==> src/rtl/core/gbn_sender_congestion_window_core_macros.svh <==
// assertion macros used by the sender core controller
// no dependencies; taken in by `include
`ifndef GBN_SENDER_CONGESTION_WINDOW_CORE_MACROS_SVH
`define GBN_SENDER_CONGESTION_WINDOW_CORE_MACROS_SVH

// same-cycle implication under synchronous reset
`define GBN_ASSERT_IMPL(label, clk, rstn, ante, cons) \
    label: assert property (@(posedge clk) disable iff (!(rstn)) (ante) |-> (cons)) \
        else $error("gbn core check failed");

// next-cycle implication under synchronous reset
`define GBN_ASSERT_NEXT(label, clk, rstn, ante, cons) \
    label: assert property (@(posedge clk) disable iff (!(rstn)) (ante) |=> (cons)) \
        else $error("gbn core check failed");

`endif

==> src/rtl/core/gbn_pkg.sv <==
// types and constants of the go-back-n sender core
// no dependencies
`timescale 1ns / 1ps

package gbn_pkg;

    localparam int CFG_W = 24;
    localparam int IDX_W = 3;

    localparam logic [IDX_W-1:0] CFG_MAX_WINDOW     = 3'd0;
    localparam logic [IDX_W-1:0] CFG_INITIAL_CWND   = 3'd1;
    localparam logic [IDX_W-1:0] CFG_INITIAL_SSTHR  = 3'd2;
    localparam logic [IDX_W-1:0] CFG_MAX_RETRY      = 3'd3;
    localparam logic [IDX_W-1:0] CFG_SEG_SIZE       = 3'd4;

    localparam logic [1:0] REQ_START   = 2'd0;
    localparam logic [1:0] REQ_ACK     = 2'd1;
    localparam logic [1:0] REQ_TIMEOUT = 2'd2;

    localparam logic [1:0] STAT_PROGRESS  = 2'd0;
    localparam logic [1:0] STAT_ALL_ACKED = 2'd1;
    localparam logic [1:0] STAT_FAILED    = 2'd2;
    localparam logic [1:0] STAT_IDLE      = 2'd3;

    localparam logic [23:0] ONE_FX = 24'h01_0000;

    typedef enum logic [3:0] {
        ST_IDLE,
        ST_DECODE,
        ST_SEG_DIV,
        ST_GROW,
        ST_RECIP,
        ST_CHECK,
        ST_PREP,
        ST_EMIT
    } state_t;

    typedef enum logic [1:0] {
        PH_IDLE,
        PH_RUN,
        PH_DONE,
        PH_FAIL
    } phase_t;

    typedef struct packed {
        logic       load_in;
        logic       div_go;
        logic       div_recip;
        logic       start_init;
        logic       ack_upd;
        logic       grow_slow;
        logic       grow_aimd;
        logic       timeout_upd;
        logic       set_done;
        logic       set_fail;
        logic       prep;
        logic       prep_single;
        logic [1:0] prep_status;
        logic       out_fire;
    } cmd_t;

    typedef struct packed {
        logic [1:0] req;
        phase_t     phase;
        logic       ack_good;
        logic       retry_over;
        logic       cnt_zero;
        logic       slow;
        logic       div_done;
        logic       base_done;
        logic       out_last;
    } sts_t;

endpackage

==> src/rtl/core/gbn_sender_congestion_window_core.sv <==
// top level of the go-back-n sender with slow start and aimd window
// depends on gbn_pkg, gbn_ctrl, gbn_dpath (which holds gbn_div)
//
// channel  | dir | handshake          | payload
// ---------+-----+--------------------+-----------------------------------------------
// s_       | in  | s_valid / s_ready  | req_type total_bytes ack_number peer_window ...
// m_       | out | m_valid / m_ready  | send_valid send_seq window_field status last
// cfg_     | in  | cfg_wr_en          | cfg_addr cfg_wdata
//
// one transaction at a time: decode and prep come first, then the results go out
// in order; a good ack adds its growth steps and a check state before prep
// a start runs all 33 quotient bits on the shared divider, then waits for done
// each acked segment in congestion avoidance runs a reciprocal in the same divider;
// slow start steps need no division; growth stops at the window cap
// synchronous active-low reset; results wait in place while m_ready is low
`timescale 1ns / 1ps

module gbn_sender_congestion_window_core #(
    parameter int MAX_WINDOW = 32
) (
    input  logic                      aclk,
    input  logic                      aresetn,
    input  logic                      cfg_wr_en,
    input  logic [gbn_pkg::IDX_W-1:0] cfg_addr,
    input  logic [gbn_pkg::CFG_W-1:0] cfg_wdata,
    input  logic                      s_valid,
    output logic                      s_ready,
    input  logic [1:0]                s_req_type,
    input  logic [31:0]               s_total_bytes,
    input  logic [31:0]               s_ack_number,
    input  logic [15:0]               s_peer_window,
    input  logic                      s_check_ok,
    input  logic                      s_ack_flag,
    output logic                      m_valid,
    input  logic                      m_ready,
    output logic                      m_send_valid,
    output logic [31:0]               m_send_seq,
    output logic [5:0]                m_window_field,
    output logic [1:0]                m_status,
    output logic                      m_last
);
    import gbn_pkg::*;

    cmd_t cmd;
    sts_t sts;

    // sequencing
    gbn_ctrl u_ctrl (
        .aclk    (aclk),
        .aresetn (aresetn),
        .s_valid (s_valid),
        .s_ready (s_ready),
        .m_valid (m_valid),
        .m_ready (m_ready),
        .sts     (sts),
        .cmd     (cmd)
    );

    // state and arithmetic
    gbn_dpath #(
        .MAX_WINDOW (MAX_WINDOW)
    ) u_dpath (
        .aclk           (aclk),
        .aresetn        (aresetn),
        .cfg_wr_en      (cfg_wr_en),
        .cfg_addr       (cfg_addr),
        .cfg_wdata      (cfg_wdata),
        .s_req_type     (s_req_type),
        .s_total_bytes  (s_total_bytes),
        .s_ack_number   (s_ack_number),
        .s_peer_window  (s_peer_window),
        .s_check_ok     (s_check_ok),
        .s_ack_flag     (s_ack_flag),
        .m_send_valid   (m_send_valid),
        .m_send_seq     (m_send_seq),
        .m_window_field (m_window_field),
        .m_status       (m_status),
        .m_last         (m_last),
        .cmd            (cmd),
        .sts            (sts)
    );

endmodule

==> src/rtl/core/gbn_div.sv <==
// radix-2 restoring divider, one quotient bit per cycle
// uses no package
`timescale 1ns / 1ps

module gbn_div (
    input  logic        aclk,
    input  logic        aresetn,
    input  logic        go,
    input  logic [32:0] dividend,
    input  logic [23:0] divisor,
    output logic        done,
    output logic [32:0] quotient,
    output logic        rem_nz
);

    localparam int STEPS = 33;

    logic [32:0] quo_reg, quo_next;
    logic [23:0] rem_reg, rem_next;
    logic [23:0] dvs_reg, dvs_next;
    logic [5:0]  cnt_reg, cnt_next;
    logic        busy_reg, busy_next;
    logic        done_reg, done_next;
    logic [24:0] trial;
    logic        fits;

    // load on go, else one shift-subtract step while busy
    always_comb begin
        trial = {rem_reg, quo_reg[32]};
        fits  = trial >= {1'b0, dvs_reg};
        quo_next  = quo_reg;
        rem_next  = rem_reg;
        dvs_next  = dvs_reg;
        cnt_next  = cnt_reg;
        busy_next = busy_reg;
        done_next = 1'b0;
        if (go) begin
            quo_next  = dividend;
            rem_next  = '0;
            dvs_next  = divisor;
            cnt_next  = 6'(STEPS);
            busy_next = 1'b1;
        end else if (busy_reg) begin
            rem_next = fits ? 24'(trial - {1'b0, dvs_reg}) : trial[23:0];
            quo_next = {quo_reg[31:0], fits};
            cnt_next = cnt_reg - 6'd1;
            if (cnt_reg == 6'd1) begin
                busy_next = 1'b0;
                done_next = 1'b1;
            end
        end
    end

    // control flops
    always_ff @(posedge aclk) begin
        if (!aresetn) begin
            busy_reg <= 1'b0;
            done_reg <= 1'b0;
            cnt_reg  <= '0;
        end else begin
            busy_reg <= busy_next;
            done_reg <= done_next;
            cnt_reg  <= cnt_next;
        end
    end

    // operand flops
    always_ff @(posedge aclk) begin
        quo_reg <= quo_next;
        rem_reg <= rem_next;
        dvs_reg <= dvs_next;
    end

    assign done     = done_reg;
    assign quotient = quo_reg;
    assign rem_nz   = |rem_reg;

endmodule

==> src/rtl/core/gbn_ctrl.sv <==
// controller state machine of the sender core
// depends on gbn_pkg and the assertion macro header
`timescale 1ns / 1ps
`include "gbn_sender_congestion_window_core_macros.svh"

module gbn_ctrl (
    input  logic          aclk,
    input  logic          aresetn,
    input  logic          s_valid,
    output logic          s_ready,
    output logic          m_valid,
    input  logic          m_ready,
    input  gbn_pkg::sts_t sts,
    output gbn_pkg::cmd_t cmd
);
    import gbn_pkg::*;

    state_t     state_reg, state_next;
    logic       single_reg, single_next;
    logic [1:0] stat_reg, stat_next;
    logic       not_run;

    assign not_run = sts.phase != PH_RUN;

    // state register and result mode
    always_ff @(posedge aclk) begin
        if (!aresetn) begin
            state_reg  <= ST_IDLE;
            single_reg <= 1'b0;
            stat_reg   <= STAT_PROGRESS;
        end else begin
            state_reg  <= state_next;
            single_reg <= single_next;
            stat_reg   <= stat_next;
        end
    end

    // next state
    always_comb begin
        state_next = state_reg;
        unique case (state_reg)
            ST_IDLE:    if (s_valid) state_next = ST_DECODE;
            ST_DECODE: begin
                if (sts.req == REQ_START) state_next = ST_SEG_DIV;
                else if (!not_run && sts.req == REQ_ACK && sts.ack_good) state_next = ST_GROW;
                else state_next = ST_PREP;
            end
            ST_SEG_DIV: if (sts.div_done) state_next = ST_PREP;
            ST_GROW: begin
                if (sts.cnt_zero) state_next = ST_CHECK;
                else if (!sts.slow) state_next = ST_RECIP;
            end
            ST_RECIP:   if (sts.div_done) state_next = ST_GROW;
            ST_CHECK:   state_next = ST_PREP;
            ST_PREP:    state_next = ST_EMIT;
            ST_EMIT:    if (m_ready && sts.out_last) state_next = ST_IDLE;
            default:    state_next = ST_IDLE;
        endcase
    end

    // result mode: single status result or window burst
    always_comb begin
        single_next = single_reg;
        stat_next   = stat_reg;
        if (state_reg == ST_DECODE) begin
            single_next = (sts.req != REQ_START) &&
                          (not_run || (sts.req == REQ_TIMEOUT && sts.retry_over));
            if (!not_run) stat_next = STAT_FAILED;
            else if (sts.phase == PH_DONE) stat_next = STAT_ALL_ACKED;
            else if (sts.phase == PH_FAIL) stat_next = STAT_FAILED;
            else stat_next = STAT_IDLE;
        end else if (state_reg == ST_CHECK) begin
            single_next = sts.base_done;
            stat_next   = STAT_ALL_ACKED;
        end
    end

    // outputs
    always_comb begin
        cmd     = '0;
        s_ready = 1'b0;
        m_valid = 1'b0;
        unique case (state_reg)
            ST_IDLE: begin
                s_ready     = 1'b1;
                cmd.load_in = s_valid;
            end
            ST_DECODE: begin
                if (sts.req == REQ_START) begin
                    cmd.div_go = 1'b1;
                end else if (!not_run && sts.req == REQ_ACK) begin
                    cmd.ack_upd = sts.ack_good;
                end else if (!not_run && sts.req == REQ_TIMEOUT) begin
                    cmd.set_fail    = sts.retry_over;
                    cmd.timeout_upd = !sts.retry_over;
                end
            end
            ST_SEG_DIV: cmd.start_init = sts.div_done;
            ST_GROW: begin
                if (!sts.cnt_zero) begin
                    cmd.grow_slow = sts.slow;
                    cmd.div_go    = !sts.slow;
                    cmd.div_recip = !sts.slow;
                end
            end
            ST_RECIP:   cmd.grow_aimd = sts.div_done;
            ST_CHECK:   cmd.set_done = sts.base_done;
            ST_PREP: begin
                cmd.prep        = 1'b1;
                cmd.prep_single = single_reg;
                cmd.prep_status = stat_reg;
            end
            ST_EMIT: begin
                m_valid      = 1'b1;
                cmd.out_fire = m_ready;
            end
            default: ;
        endcase
    end

    // checks
    `GBN_ASSERT_IMPL(a_ready_excl, aclk, aresetn, s_ready, !m_valid)
    `GBN_ASSERT_NEXT(a_accept_decode, aclk, aresetn, s_valid && s_ready,
                     state_reg == ST_DECODE)
    `GBN_ASSERT_NEXT(a_last_idle, aclk, aresetn, m_valid && m_ready && sts.out_last,
                     s_ready)
    `GBN_ASSERT_IMPL(a_div_single, aclk, aresetn, cmd.div_go,
                     state_reg == ST_DECODE || state_reg == ST_GROW)

endmodule

==> src/rtl/core/gbn_dpath.sv <==
// datapath: config, window state, growth arithmetic and result fields
// depends on gbn_pkg and gbn_div
`timescale 1ns / 1ps

module gbn_dpath #(
    parameter int MAX_WINDOW = 32
) (
    input  logic                        aclk,
    input  logic                        aresetn,
    input  logic                        cfg_wr_en,
    input  logic [gbn_pkg::IDX_W-1:0]   cfg_addr,
    input  logic [gbn_pkg::CFG_W-1:0]   cfg_wdata,
    input  logic [1:0]                  s_req_type,
    input  logic [31:0]                 s_total_bytes,
    input  logic [31:0]                 s_ack_number,
    input  logic [15:0]                 s_peer_window,
    input  logic                        s_check_ok,
    input  logic                        s_ack_flag,
    output logic                        m_send_valid,
    output logic [31:0]                 m_send_seq,
    output logic [5:0]                  m_window_field,
    output logic [1:0]                  m_status,
    output logic                        m_last,
    input  gbn_pkg::cmd_t               cmd,
    output gbn_pkg::sts_t               sts
);
    import gbn_pkg::*;

    // configuration
    logic [5:0]  max_win_reg;
    logic [21:0] init_cwnd_reg;
    logic [23:0] init_ss_reg;
    logic [7:0]  max_retry_reg;
    logic [15:0] seg_size_reg;

    // latched transaction
    logic [1:0]  req_reg;
    logic [31:0] total_in_reg, ackn_reg;
    logic [15:0] pwin_reg;
    logic        ok_reg, aflag_reg;

    // window state
    logic [23:0] cwnd_reg, ss_reg;
    logic [15:0] recv_reg;
    logic [31:0] base_reg, nts_reg, segtot_reg, cnt_reg;
    logic [7:0]  retry_reg;
    phase_t      phase_reg;

    // emission state
    logic [6:0]  w_reg;
    logic [32:0] limit_reg;
    logic [4:0]  k_reg;
    logic        single_reg;
    logic [1:0]  ostat_reg;

    logic [6:0]  cap;
    logic [22:0] capfx;
    logic [7:0]  cw_int;
    logic [15:0] rw, e1;
    logic [6:0]  eff;
    logic        in_range;
    logic [33:0] nw_sum;
    logic [23:0] nw_cap;
    logic [23:0] half;
    logic [31:0] seg_n;
    logic        div_done, rem_nz;
    logic [32:0] quot, div_a;
    logic [23:0] div_b;
    logic        send_now;
    logic [32:0] nts_inc;

    // window cap and effective window
    always_comb begin
        cap = (max_win_reg == 6'd0) ? 7'd1 : {1'b0, max_win_reg};
        if (cap > 7'(MAX_WINDOW)) cap = 7'(MAX_WINDOW);
        capfx  = {cap, 16'h0000};
        cw_int = (cwnd_reg[23:16] == 8'd0) ? 8'd1 : cwnd_reg[23:16];
        rw     = (recv_reg == 16'd0) ? 16'd1 : recv_reg;
        e1     = ({8'd0, cw_int} < rw) ? {8'd0, cw_int} : rw;
        eff    = ({9'd0, cap} < e1) ? cap : e1[6:0];
    end

    // ack range, growth step, halved window and segment count
    always_comb begin
        in_range = (ackn_reg >= base_reg) && (ackn_reg < segtot_reg);
        nw_sum   = cmd.grow_aimd ? ({10'd0, cwnd_reg} + {1'b0, quot})
                                 : ({10'd0, cwnd_reg} + {10'd0, ONE_FX});
        nw_cap   = (nw_sum > {11'd0, capfx}) ? {1'b0, capfx} : nw_sum[23:0];
        half     = {1'b0, cwnd_reg[23:1]};
        seg_n    = quot[31:0] + {31'd0, rem_nz};
        if (seg_n == 32'd0) seg_n = 32'd1;
    end

    // shared divider: segment count or reciprocal of cwnd
    always_comb begin
        if (cmd.div_recip) begin
            div_a = 33'h1_0000_0000;
            div_b = (cwnd_reg == 24'd0) ? 24'd1 : cwnd_reg;
        end else begin
            div_a = {1'b0, total_in_reg};
            div_b = {8'd0, (seg_size_reg == 16'd0) ? 16'd1 : seg_size_reg};
        end
    end

    gbn_div u_div (
        .aclk     (aclk),
        .aresetn  (aresetn),
        .go       (cmd.div_go),
        .dividend (div_a),
        .divisor  (div_b),
        .done     (div_done),
        .quotient (quot),
        .rem_nz   (rem_nz)
    );

    // configuration writes
    always_ff @(posedge aclk) begin
        if (!aresetn) begin
            max_win_reg   <= 6'd32;
            init_cwnd_reg <= 22'd65536;
            init_ss_reg   <= 24'd1048576;
            max_retry_reg <= 8'd5;
            seg_size_reg  <= 16'd1024;
        end else if (cfg_wr_en) begin
            unique case (cfg_addr)
                CFG_MAX_WINDOW:    max_win_reg   <= cfg_wdata[5:0];
                CFG_INITIAL_CWND:  init_cwnd_reg <= cfg_wdata[21:0];
                CFG_INITIAL_SSTHR: init_ss_reg   <= cfg_wdata;
                CFG_MAX_RETRY:     max_retry_reg <= cfg_wdata[7:0];
                CFG_SEG_SIZE:      seg_size_reg  <= cfg_wdata[15:0];
                default: ;
            endcase
        end
    end

    // input capture
    always_ff @(posedge aclk) begin
        if (cmd.load_in) begin
            req_reg      <= s_req_type;
            total_in_reg <= s_total_bytes;
            ackn_reg     <= s_ack_number;
            pwin_reg     <= s_peer_window;
            ok_reg       <= s_check_ok;
            aflag_reg    <= s_ack_flag;
        end
    end

    // window state updates
    always_ff @(posedge aclk) begin
        if (!aresetn) begin
            cwnd_reg   <= 24'd65536;
            ss_reg     <= 24'd1048576;
            recv_reg   <= 16'd16;
            base_reg   <= '0;
            nts_reg    <= '0;
            segtot_reg <= '0;
            cnt_reg    <= '0;
            retry_reg  <= '0;
            phase_reg  <= PH_IDLE;
            k_reg      <= '0;
            single_reg <= 1'b0;
            ostat_reg  <= STAT_PROGRESS;
        end else begin
            if (cmd.start_init) begin
                segtot_reg <= seg_n;
                cwnd_reg   <= {2'b00, init_cwnd_reg};
                ss_reg     <= init_ss_reg;
                recv_reg   <= {8'd0, init_ss_reg[23:16]};
                base_reg   <= '0;
                nts_reg    <= '0;
                retry_reg  <= '0;
                phase_reg  <= PH_RUN;
            end
            if (cmd.ack_upd) begin
                if (pwin_reg != 16'd0) recv_reg <= pwin_reg;
                if (in_range) begin
                    cnt_reg   <= ackn_reg + 32'd1 - base_reg;
                    base_reg  <= ackn_reg + 32'd1;
                    retry_reg <= '0;
                end else begin
                    cnt_reg <= '0;
                end
            end
            if (cmd.grow_slow || cmd.grow_aimd) begin
                cwnd_reg <= nw_cap;
                cnt_reg  <= (nw_cap == {1'b0, capfx}) ? 32'd0 : cnt_reg - 32'd1;
            end
            if (cmd.timeout_upd) begin
                retry_reg <= retry_reg + 8'd1;
                ss_reg    <= (half < ONE_FX) ? ONE_FX : half;
                cwnd_reg  <= ONE_FX;
                nts_reg   <= base_reg;
            end
            if (cmd.set_done) phase_reg <= PH_DONE;
            if (cmd.set_fail) phase_reg <= PH_FAIL;
            if (cmd.prep) begin
                k_reg      <= '0;
                single_reg <= cmd.prep_single;
                ostat_reg  <= cmd.prep_status;
                if (!cmd.prep_single && nts_reg < base_reg) nts_reg <= base_reg;
            end
            if (cmd.out_fire && send_now) begin
                nts_reg <= nts_inc[31:0];
                k_reg   <= k_reg + 5'd1;
            end
        end
    end

    // window snapshot for the burst
    always_ff @(posedge aclk) begin
        if (cmd.prep) begin
            w_reg     <= eff;
            limit_reg <= {1'b0, base_reg} + {26'd0, eff};
        end
    end

    // result fields
    always_comb begin
        nts_inc  = {1'b0, nts_reg} + 33'd1;
        send_now = !single_reg && (nts_reg < segtot_reg) && ({1'b0, nts_reg} < limit_reg);
        m_send_valid   = send_now;
        m_send_seq     = send_now ? nts_reg : 32'd0;
        m_window_field = w_reg[5:0];
        m_status       = single_reg ? ostat_reg : STAT_PROGRESS;
        m_last         = !send_now || (k_reg == 5'd31) ||
                         (nts_inc >= {1'b0, segtot_reg}) || (nts_inc >= limit_reg);
    end

    // status to the controller
    always_comb begin
        sts.req        = req_reg;
        sts.phase      = phase_reg;
        sts.ack_good   = ok_reg && aflag_reg;
        sts.retry_over = ({1'b0, retry_reg} + 9'd1) > {1'b0, max_retry_reg};
        sts.cnt_zero   = cnt_reg == 32'd0;
        sts.slow       = cwnd_reg < ss_reg;
        sts.div_done   = div_done;
        sts.base_done  = base_reg >= segtot_reg;
        sts.out_last   = m_last;
    end

endmodule

==> config.mk <==
export PLATFORM = sky130hd
export DESIGN_NAME = gbn_sender_congestion_window_core
export DESIGN_NICKNAME = d
export VERILOG_FILES = /design/src/rtl/core/gbn_pkg.sv /design/src/rtl/core/gbn_sender_congestion_window_core.sv /design/src/rtl/core/gbn_div.sv /design/src/rtl/core/gbn_ctrl.sv /design/src/rtl/core/gbn_dpath.sv
export VERILOG_INCLUDE_DIRS = /design/src /design/src/rtl/core
export SDC_FILE = /design/constraint.sdc
export NUM_CORES = 2
export LEC_CHECK = 0
export BUFFER_PORTS_ARGS = -buffer_cell sky130_fd_sc_hd__clkbuf_2
export CAP_MARGIN = 10
export CORE_UTILIZATION = 45
export CTS_CLUSTER_SIZE = 30
export DETAILED_ROUTE_END_ITERATION = 10
export PLACE_DENSITY = 0.72
export SYNTH_ARGS = -nofsm -noshare
export SYNTH_HDL_FRONTEND = slang
export SYNTH_SLANG_ARGS = --single-unit
==> constraint.sdc <==
create_clock -name aclk -period 6.5 [get_ports aclk]
set_input_delay 1.3 -clock aclk [delete_from_list [all_inputs] [get_ports aclk]]
set_output_delay 1.3 -clock aclk [all_outputs]
set_load 0.02 [all_outputs]
* Word-level counts from Yosys, hierarchy flattened *
Index checks and enable logic that the tools add are counted.

storage, ports and cells
  register bits after elaboration = 505
  input bits = 116
  output and inout port bits = 44
  word-level logic and storage cells = 239

operators by class
  add/subtract/negate cells = 13
  magnitude comparators = 16
  equal/unequal tests = 24
  muxes and demuxes = 94
  bitwise logic cells = 3
  reduce and logical (&&, ||, !) cells = 53

operators with widths
  cell                                                count
  two-way mux 32 bit                                  14
  two-way mux 24 bit                                  6
  two-way mux 16 bit                                  8
  two-way mux 33 bit                                  3
  < comparator 32 bit                                 3
  greater-or-equal comparator 32 bit                  2
  logical NOT 32 bit                                  2
  two-way mux 8 bit                                   5
  adder 24 x 33 -> 34 bit                             1
  greater-than comparator 34 x 23 -> 1 bit            1
  two-way mux 34 bit                                  1
  adder 32 x 1 -> 33 bit, second input constant       1
  adder 32 x 7 -> 33 bit                              1
  greater-or-equal comparator 33 x 32 -> 1 bit        1
  greater-or-equal comparator 33 bit                  1
  < comparator 32 x 33 -> 1 bit                       1
  adder 32 x 1 -> 32 bit                              1
  adder 32 x 1 -> 32 bit, second input constant       1
  logical NOT 16 bit                                  2
  two-way mux 4 bit                                   8
  case mux 4 bit (8 select lines)                     1
  subtractor 32 x 1 -> 32 bit, second input constant  1
  subtractor 32 bit                                   1
  two-way mux 1 bit                                   29
  52 further kinds                                    108

* Logic depth before layout (Yosys ltp) *
  depth after elaboration = 11
  mapped depth = 35
  mapped depth without buffers = 33

* Cells and area by module *
Synthesis repeated with hierarchy kept, for this count alone.

second synthesis, totals
  cell total of the unflattened synthesis = 4101
  area, all modules = 35652.9 sq um

by module, submodules not included
  module     times used  cells an instance  area an instance (sq um)  seq. area each (sq um)
  gbn_dpath  1           3536               29986.3                   9419.0
  gbn_div    1           490                5089.9                    2352.3
  gbn_ctrl   1           75                 576.8                     120.1

* Worst setup path before layout *
No wires, ideal clock.

  path kind = register to register
  start = reg u_dpath.cwnd_reg[18]
  end = reg u_dpath.limit_reg[30] (data pin)
  setup time = 0.260 ns
  arrival = 6.331 ns
  required time = 6.240 ns
  path slack = -0.090 ns
  stages on the path, launching flop included = 35
  path buffers = 2
  period minus slack after synthesis = 6.590 ns
  cells stage by stage = dfxtp_1 clkbuf_1 nor4_1 nand2_1 nor2_1 nor2_1 ha_1 o31a_1 o21a_1 o211ai_1 a31o_2 clkbuf_1 nor2_1 a21oi_1 ha_1 or3_1 o21ai_0 a21oi_1 a2111oi_0 nor3_2 mux2_2 ha_1 inv_1 fa_1 inv_1 a21oi_1 o21bai_1 a21oi_1 o21bai_1 a21o_1 nor2b_1 inv_1 nor3_1 nand4_1 xnor2_1

on the way
  longest elaborated chain between the ends = 7

ends and longest elaborated chain
  element                       RTL line          text
  from (decl)                   gbn_dpath.sv:43   logic [23:0] cwnd_reg, ss_reg;
  from (signal assigned)        gbn_dpath.sv:166  cwnd_reg <= {2'b00, init_cwnd_reg};
  from (signal assigned)        gbn_dpath.sv:185  cwnd_reg <= nw_cap;
  logical NOT 8 bit             gbn_dpath.sv:77   cw_int = (cwnd_reg[23:16] == 8'd0) ? 8'd1 : cwnd_reg[23:16];
  two-way mux 8 bit *           gbn_dpath.sv:77
  < comparator 8 x 16 -> 1 bit  gbn_dpath.sv:79   e1 = ({8'd0, cw_int} < rw) ? {8'd0, cw_int} : rw;
  two-way mux 16 bit *          gbn_dpath.sv:79
  < comparator 7 x 16 -> 1 bit  gbn_dpath.sv:80   eff = ({9'd0, cap} < e1) ? cap : e1[6:0];
  two-way mux 7 bit *           gbn_dpath.sv:80
  net u_dpath.eff[0]            gbn_dpath.sv:60   logic [6:0] eff;
  adder 32 x 7 -> 33 bit *      gbn_dpath.sv:213  limit_reg <= {1'b0, base_reg} + {26'd0, eff};
  to (signal assigned)          gbn_dpath.sv:213
  to (decl)                     gbn_dpath.sv:51   logic [32:0] limit_reg;

Mark *: on every way through the listed nets, which the timed path passes. The rest lies on a longest branch.
A chain may end at the register's enable or synchronous reset.

* Worst setup path in the final report *
  start = reg u_dpath.nts_reg[10]
  end = out m_last

on the way
  longest elaborated chain between the ends = 7
  elaborated cells between the ends (all ways) = 11
  classes of those cells = 1 x add/sub; 4 x order compare; 6 x reduce/logical

ends and longest elaborated chain
  element                                                         RTL line                                 text
  from (decl)                                                     gbn_dpath.sv:45                          logic [31:0] base_reg, nts_reg, segtot_reg, cnt_reg;
  from (signal assigned)                                          gbn_dpath.sv:192                         nts_reg <= base_reg;
  from (signal assigned)                                          gbn_dpath.sv:200                         if (!cmd.prep_single && nts_reg < base_reg) nts_reg <= base_reg;
  from (signal assigned)                                          gbn_dpath.sv:203                         nts_reg <= nts_inc[31:0];
  branches (longest 6 deep; another with adder 32 x 1 -> 33 bit)  -
  logical OR 1 bit *                                              gbn_dpath.sv:226                         (nts_inc >= {1'b0, segtot_reg}) || (nts_inc >= limit_reg);
  to (decl)                                                       gbn_sender_congestion_window_core.sv:40  output logic m_last

Every way passes the cells marked *.

==> impl_results.md <==
* Run status: complete, no violations
* Clock Tree Buf Depth at 3
* Die area at 0.0777 mm²
* Cell variety after synth at 92
* Vias in the first global route at 29000
* Register bit total from synthesis at 504
* Hold WS at 0.450 ns
* Remaining DRCs at 0
* Syn Inst Count at 4072
* Number of synthesized flops with an enable pin at 180
* Initial DRC count at 3530
* Global route overflow at 0
* Hold Path Origin: u_ctrl.stat_reg[1]
* CTS Buf Count at 59
* Min-Delay Path Depth at 2
* Synth Net Count at 4594
* Tcrit/Tclk final at 96.4%
* Clk_skew at 0.0247 ns
* Via density at 6.10
* Nature of the critical path endpoint: output pin
* DRT Pass-1 Iters at 6
* Worst r2r src: u_dpath.cwnd_reg[18]
* Yosys warning total at 0
* Sw frac at 33.3%
* Synth top area cells: dfxtp_1 19%, edfxtp_1 16%, ha_1 15%, nand2_1 5.5%, a21oi_1 5.0%
* Mean post-synth cell area at 8.47 µm²
* Die X-Extent at 279 µm
* Final wirelength at 111000 µm
* Final setup violation count at 0
* Critical Path Start Type: flip-flop
* Initial antenna violation count at 1
* Sequential share of the synthesized area at 34.5%
* Comb power frac at 24.7%
* Worst Path Class, Setup: reg -> out
* Initial core utilization at 45.5%
* Yosys top cell by area: dfxtp_1
* DR vias at 31800
* Share of cells above drive strength 1 at 9.69%
* Non-Filler Instances at 5207
* Routed wire per std cell at 21.4 µm
* HPWL after detailed placement at 83400 µm
* Total Routing Usage GR at 27.8%
* Seq pwr share at 40.3%
* Worst-margin pin slew at 1.17 ns
* I/O pin total at 160
* Fmax at 160 MHz
* FILL cells at 7197
* # port buffers at 159
* Clock share of power at 35.0%
* Die height at 279 µm
* Latest clock arrival within the worst-skew pair at 0.65 ns
* Maximum vdd drop at 229 µV
* Period minus WS final at 6.26 ns
* Clock Tree Root: clkbuf_16
* CP max FO at 7
* Hold Crit Class: reg -> reg
* Nets@finish at 4700
* Final hold violations at 0
* Top_reg_cell synth: dfxtp_1
* PwrDens at 259 mW/mm²
* First-pass GRT wire length at 170000 µm
* Gp weighted congestion at 0.977
* CTS H-tree lvls at 2
* Mapped Area at 0.0345 mm²
* Largest net degree at the start of global routing at 133
* Pleak at 15.7 nW
* CTS Sinks at 504
* CTS tree: built
* Cell internal pwr at 6.64 mW
* Hold-fix buffers at CTS at 0
* Post-synth ARST share at 0%
* Worst path required time at 5.20 ns
* Max-Slew Margin vs Limit at 22.0%
* Reg clk slew, reported paths at 0.06 ns
* # diodes at 0
* Antenna viol nets, final at 0
* Arrival @ worst endpoint at 4.96 ns
* Final Max Slew Viols at 0
* Worst Setup SP: u_dpath.nts_reg[10]
* Rows at 101
* Synthesis-to-finish area growth at 11.7%
* Reg2reg path depth at 31
* Core box area at 0.0758 mm²
* Net Sw Power at 3.32 mW
* Max-cap viol count at 0
* Synth top area share at 18.8%
* Placed insts at 5092
[synthesized netlist by cell type, drive strengths merged (9+ instances only)]
| library cell | count |
|---|---|
| nor2b | 40 |
| o211ai | 24 |
| mux2i | 36 |
| and2 | 65 |
| clkbuf | 162 |
| o21ai | 192 |
| or2 | 13 |
| nand4 | 81 |
| xnor2 | 143 |
| o21bai | 11 |
| ha | 402 |
| a211oi | 50 |
| and4 | 15 |
| or4 | 10 |
| a21boi | 9 |
| a31oi | 38 |
| a221oi | 34 |
| edfxtp | 180 |
| a21oi | 347 |
| nor2 | 295 |
| nand3b | 11 |
| and3 | 47 |
| a21o | 115 |
| a22o | 9 |
| o31ai | 15 |
| nor3 | 99 |
| a22oi | 40 |
| inv | 210 |
| buf | 25 |
| or3 | 17 |
| mux2 | 14 |
| a311oi | 10 |
| dfxtp | 324 |
| o22ai | 11 |
| nand3 | 170 |
| nor4 | 38 |
| nand2 | 502 |
| a2111oi | 10 |
| o21a | 41 |
| xor2 | 65 |
| nand2b | 42 |
[final cells by class]
class | instances | area [µm²] | share of cell area, %
clock buffers | 80 | 1680 | 4.36
clock inverters | 32 | 349 | 0.906
inverters | 212 | 801 | 2.08
multi-input cells | 3169 | 21200 | 55.1
flip-flops and latches | 504 | 11900 | 30.9
well taps | 978 | 1220 | 3.18
repair buffers | 232 | 1340 | 3.49
[power by group through the flow]
stage	logic [mW]	registers, mW	clock network (mW)
floorplan	1.88	3.88	0
global placement	2.37	4.07	0
detailed placement	2.41	4.07	0
CTS	2.43	4.00	3.53
global route	2.73	4.05	3.67
finish	2.46	4.02	3.49
[per-layer routing]
layer  vias up  share of wire (%)  track usage (%)
li1      15000                  -                -
met1     15000                 45             40.4
met2      1510                 42             41.3
met3       227                9.2             4.47
met4         0                3.7             10.0
met5         -                  0                0
[cells in the final DEF (no fill, tap or decap), drive strengths merged, types with 34 or more instances in the layout]
| cell | instances |
|---|---|
| clkbuf | 238 |
| nand4 | 81 |
| edfxtp | 180 |
| a21o | 115 |
| a221oi | 34 |
| a31oi | 38 |
| a22oi | 40 |
| buf | 74 |
| ha | 402 |
| nor2 | 295 |
| a211oi | 50 |
| nand2 | 502 |
| and3 | 47 |
| nand3 | 170 |
| a21oi | 347 |
| o21a | 41 |
| nor3 | 99 |
| xnor2 | 143 |
| mux2i | 36 |
| nand2b | 42 |
| nor4 | 38 |
| dfxtp | 324 |
| and2 | 65 |
| o21ai | 192 |
| inv | 215 |
| nor2b | 40 |
| xor2 | 65 |
[per-stage QoR]
| stage | worst slack, ns | util (%) | total power, mW | area, µm² | setup TNS [ns] |
|---|---|---|---|---|---|
| floorplan | 0.0469 | - | 5.76 | 34500 | 0 |
| global placement | 0.0812 | 48.0 | 6.44 | 36400 | 0 |
| detailed placement | -0.0291 | 48.0 | 6.48 | 36400 | -0.0291 |
| CTS | 0.0330 | 50.7 | 9.96 | 38400 | 0 |
| global route | -0.0317 | 50.8 | 10.4 | 38500 | -0.0317 |
| finish | 0.235 | 50.8 | 9.96 | 38500 | 0 |
[logic make-up (layout without fill, tap and decap cells)]
kind of cell | count (synthesis) | in the layout | synth area share [%]
muxes | 50 | 50 | 1.50
buffers and inverters | 399 | 556 | 4.42
DFF | 504 | 504 | 34.5
and+or+nand+nor | 1469 | 1469 | 20.3
xor gates and xnor gates | 208 | 208 | 5.28
other | 1 | 1 | 0.0109
AOI/OAI and AO/OA | 1035 | 1035 | 19.1
adders and majority gates | 406 | 406 | 14.8
[path summary, 6_finish.rpt]
path | to | slack (ns)
max | m_last | 0.24
min | u_dpath.ostat_reg[1] | 0.45
max reg2reg | u_dpath.limit_reg[30] | 0.25
min reg2reg | u_dpath.ostat_reg[1] | 0.45
[critical path, cell delays in order, from the launching register on]
cell       delay [ns]
dfxtp_1          0.48
nand4_1          0.24
nor3_4           0.27
and2_1           0.18
and3_1           0.24
nand3_2          0.16
nor2_1           0.16
xor2_1           0.21
ha_1             0.28
a21o_1           0.16
a21o_1           0.20
a2111oi_4        0.36
o221ai_1         0.19
a211oi_2         0.27
o211ai_1         0.15
or4_4            0.57
clkbuf_2         0.18
[repair_timing]
action,4_1_cts,5_1_grt
setup endpoints to repair,5,9
setup buffers,1,2
hold endpoints to repair,0,0
gates cloned,0,0
resized for setup,16,12
pin swaps,0,5
Note: power is estimated with default switching activity, not from simulation.
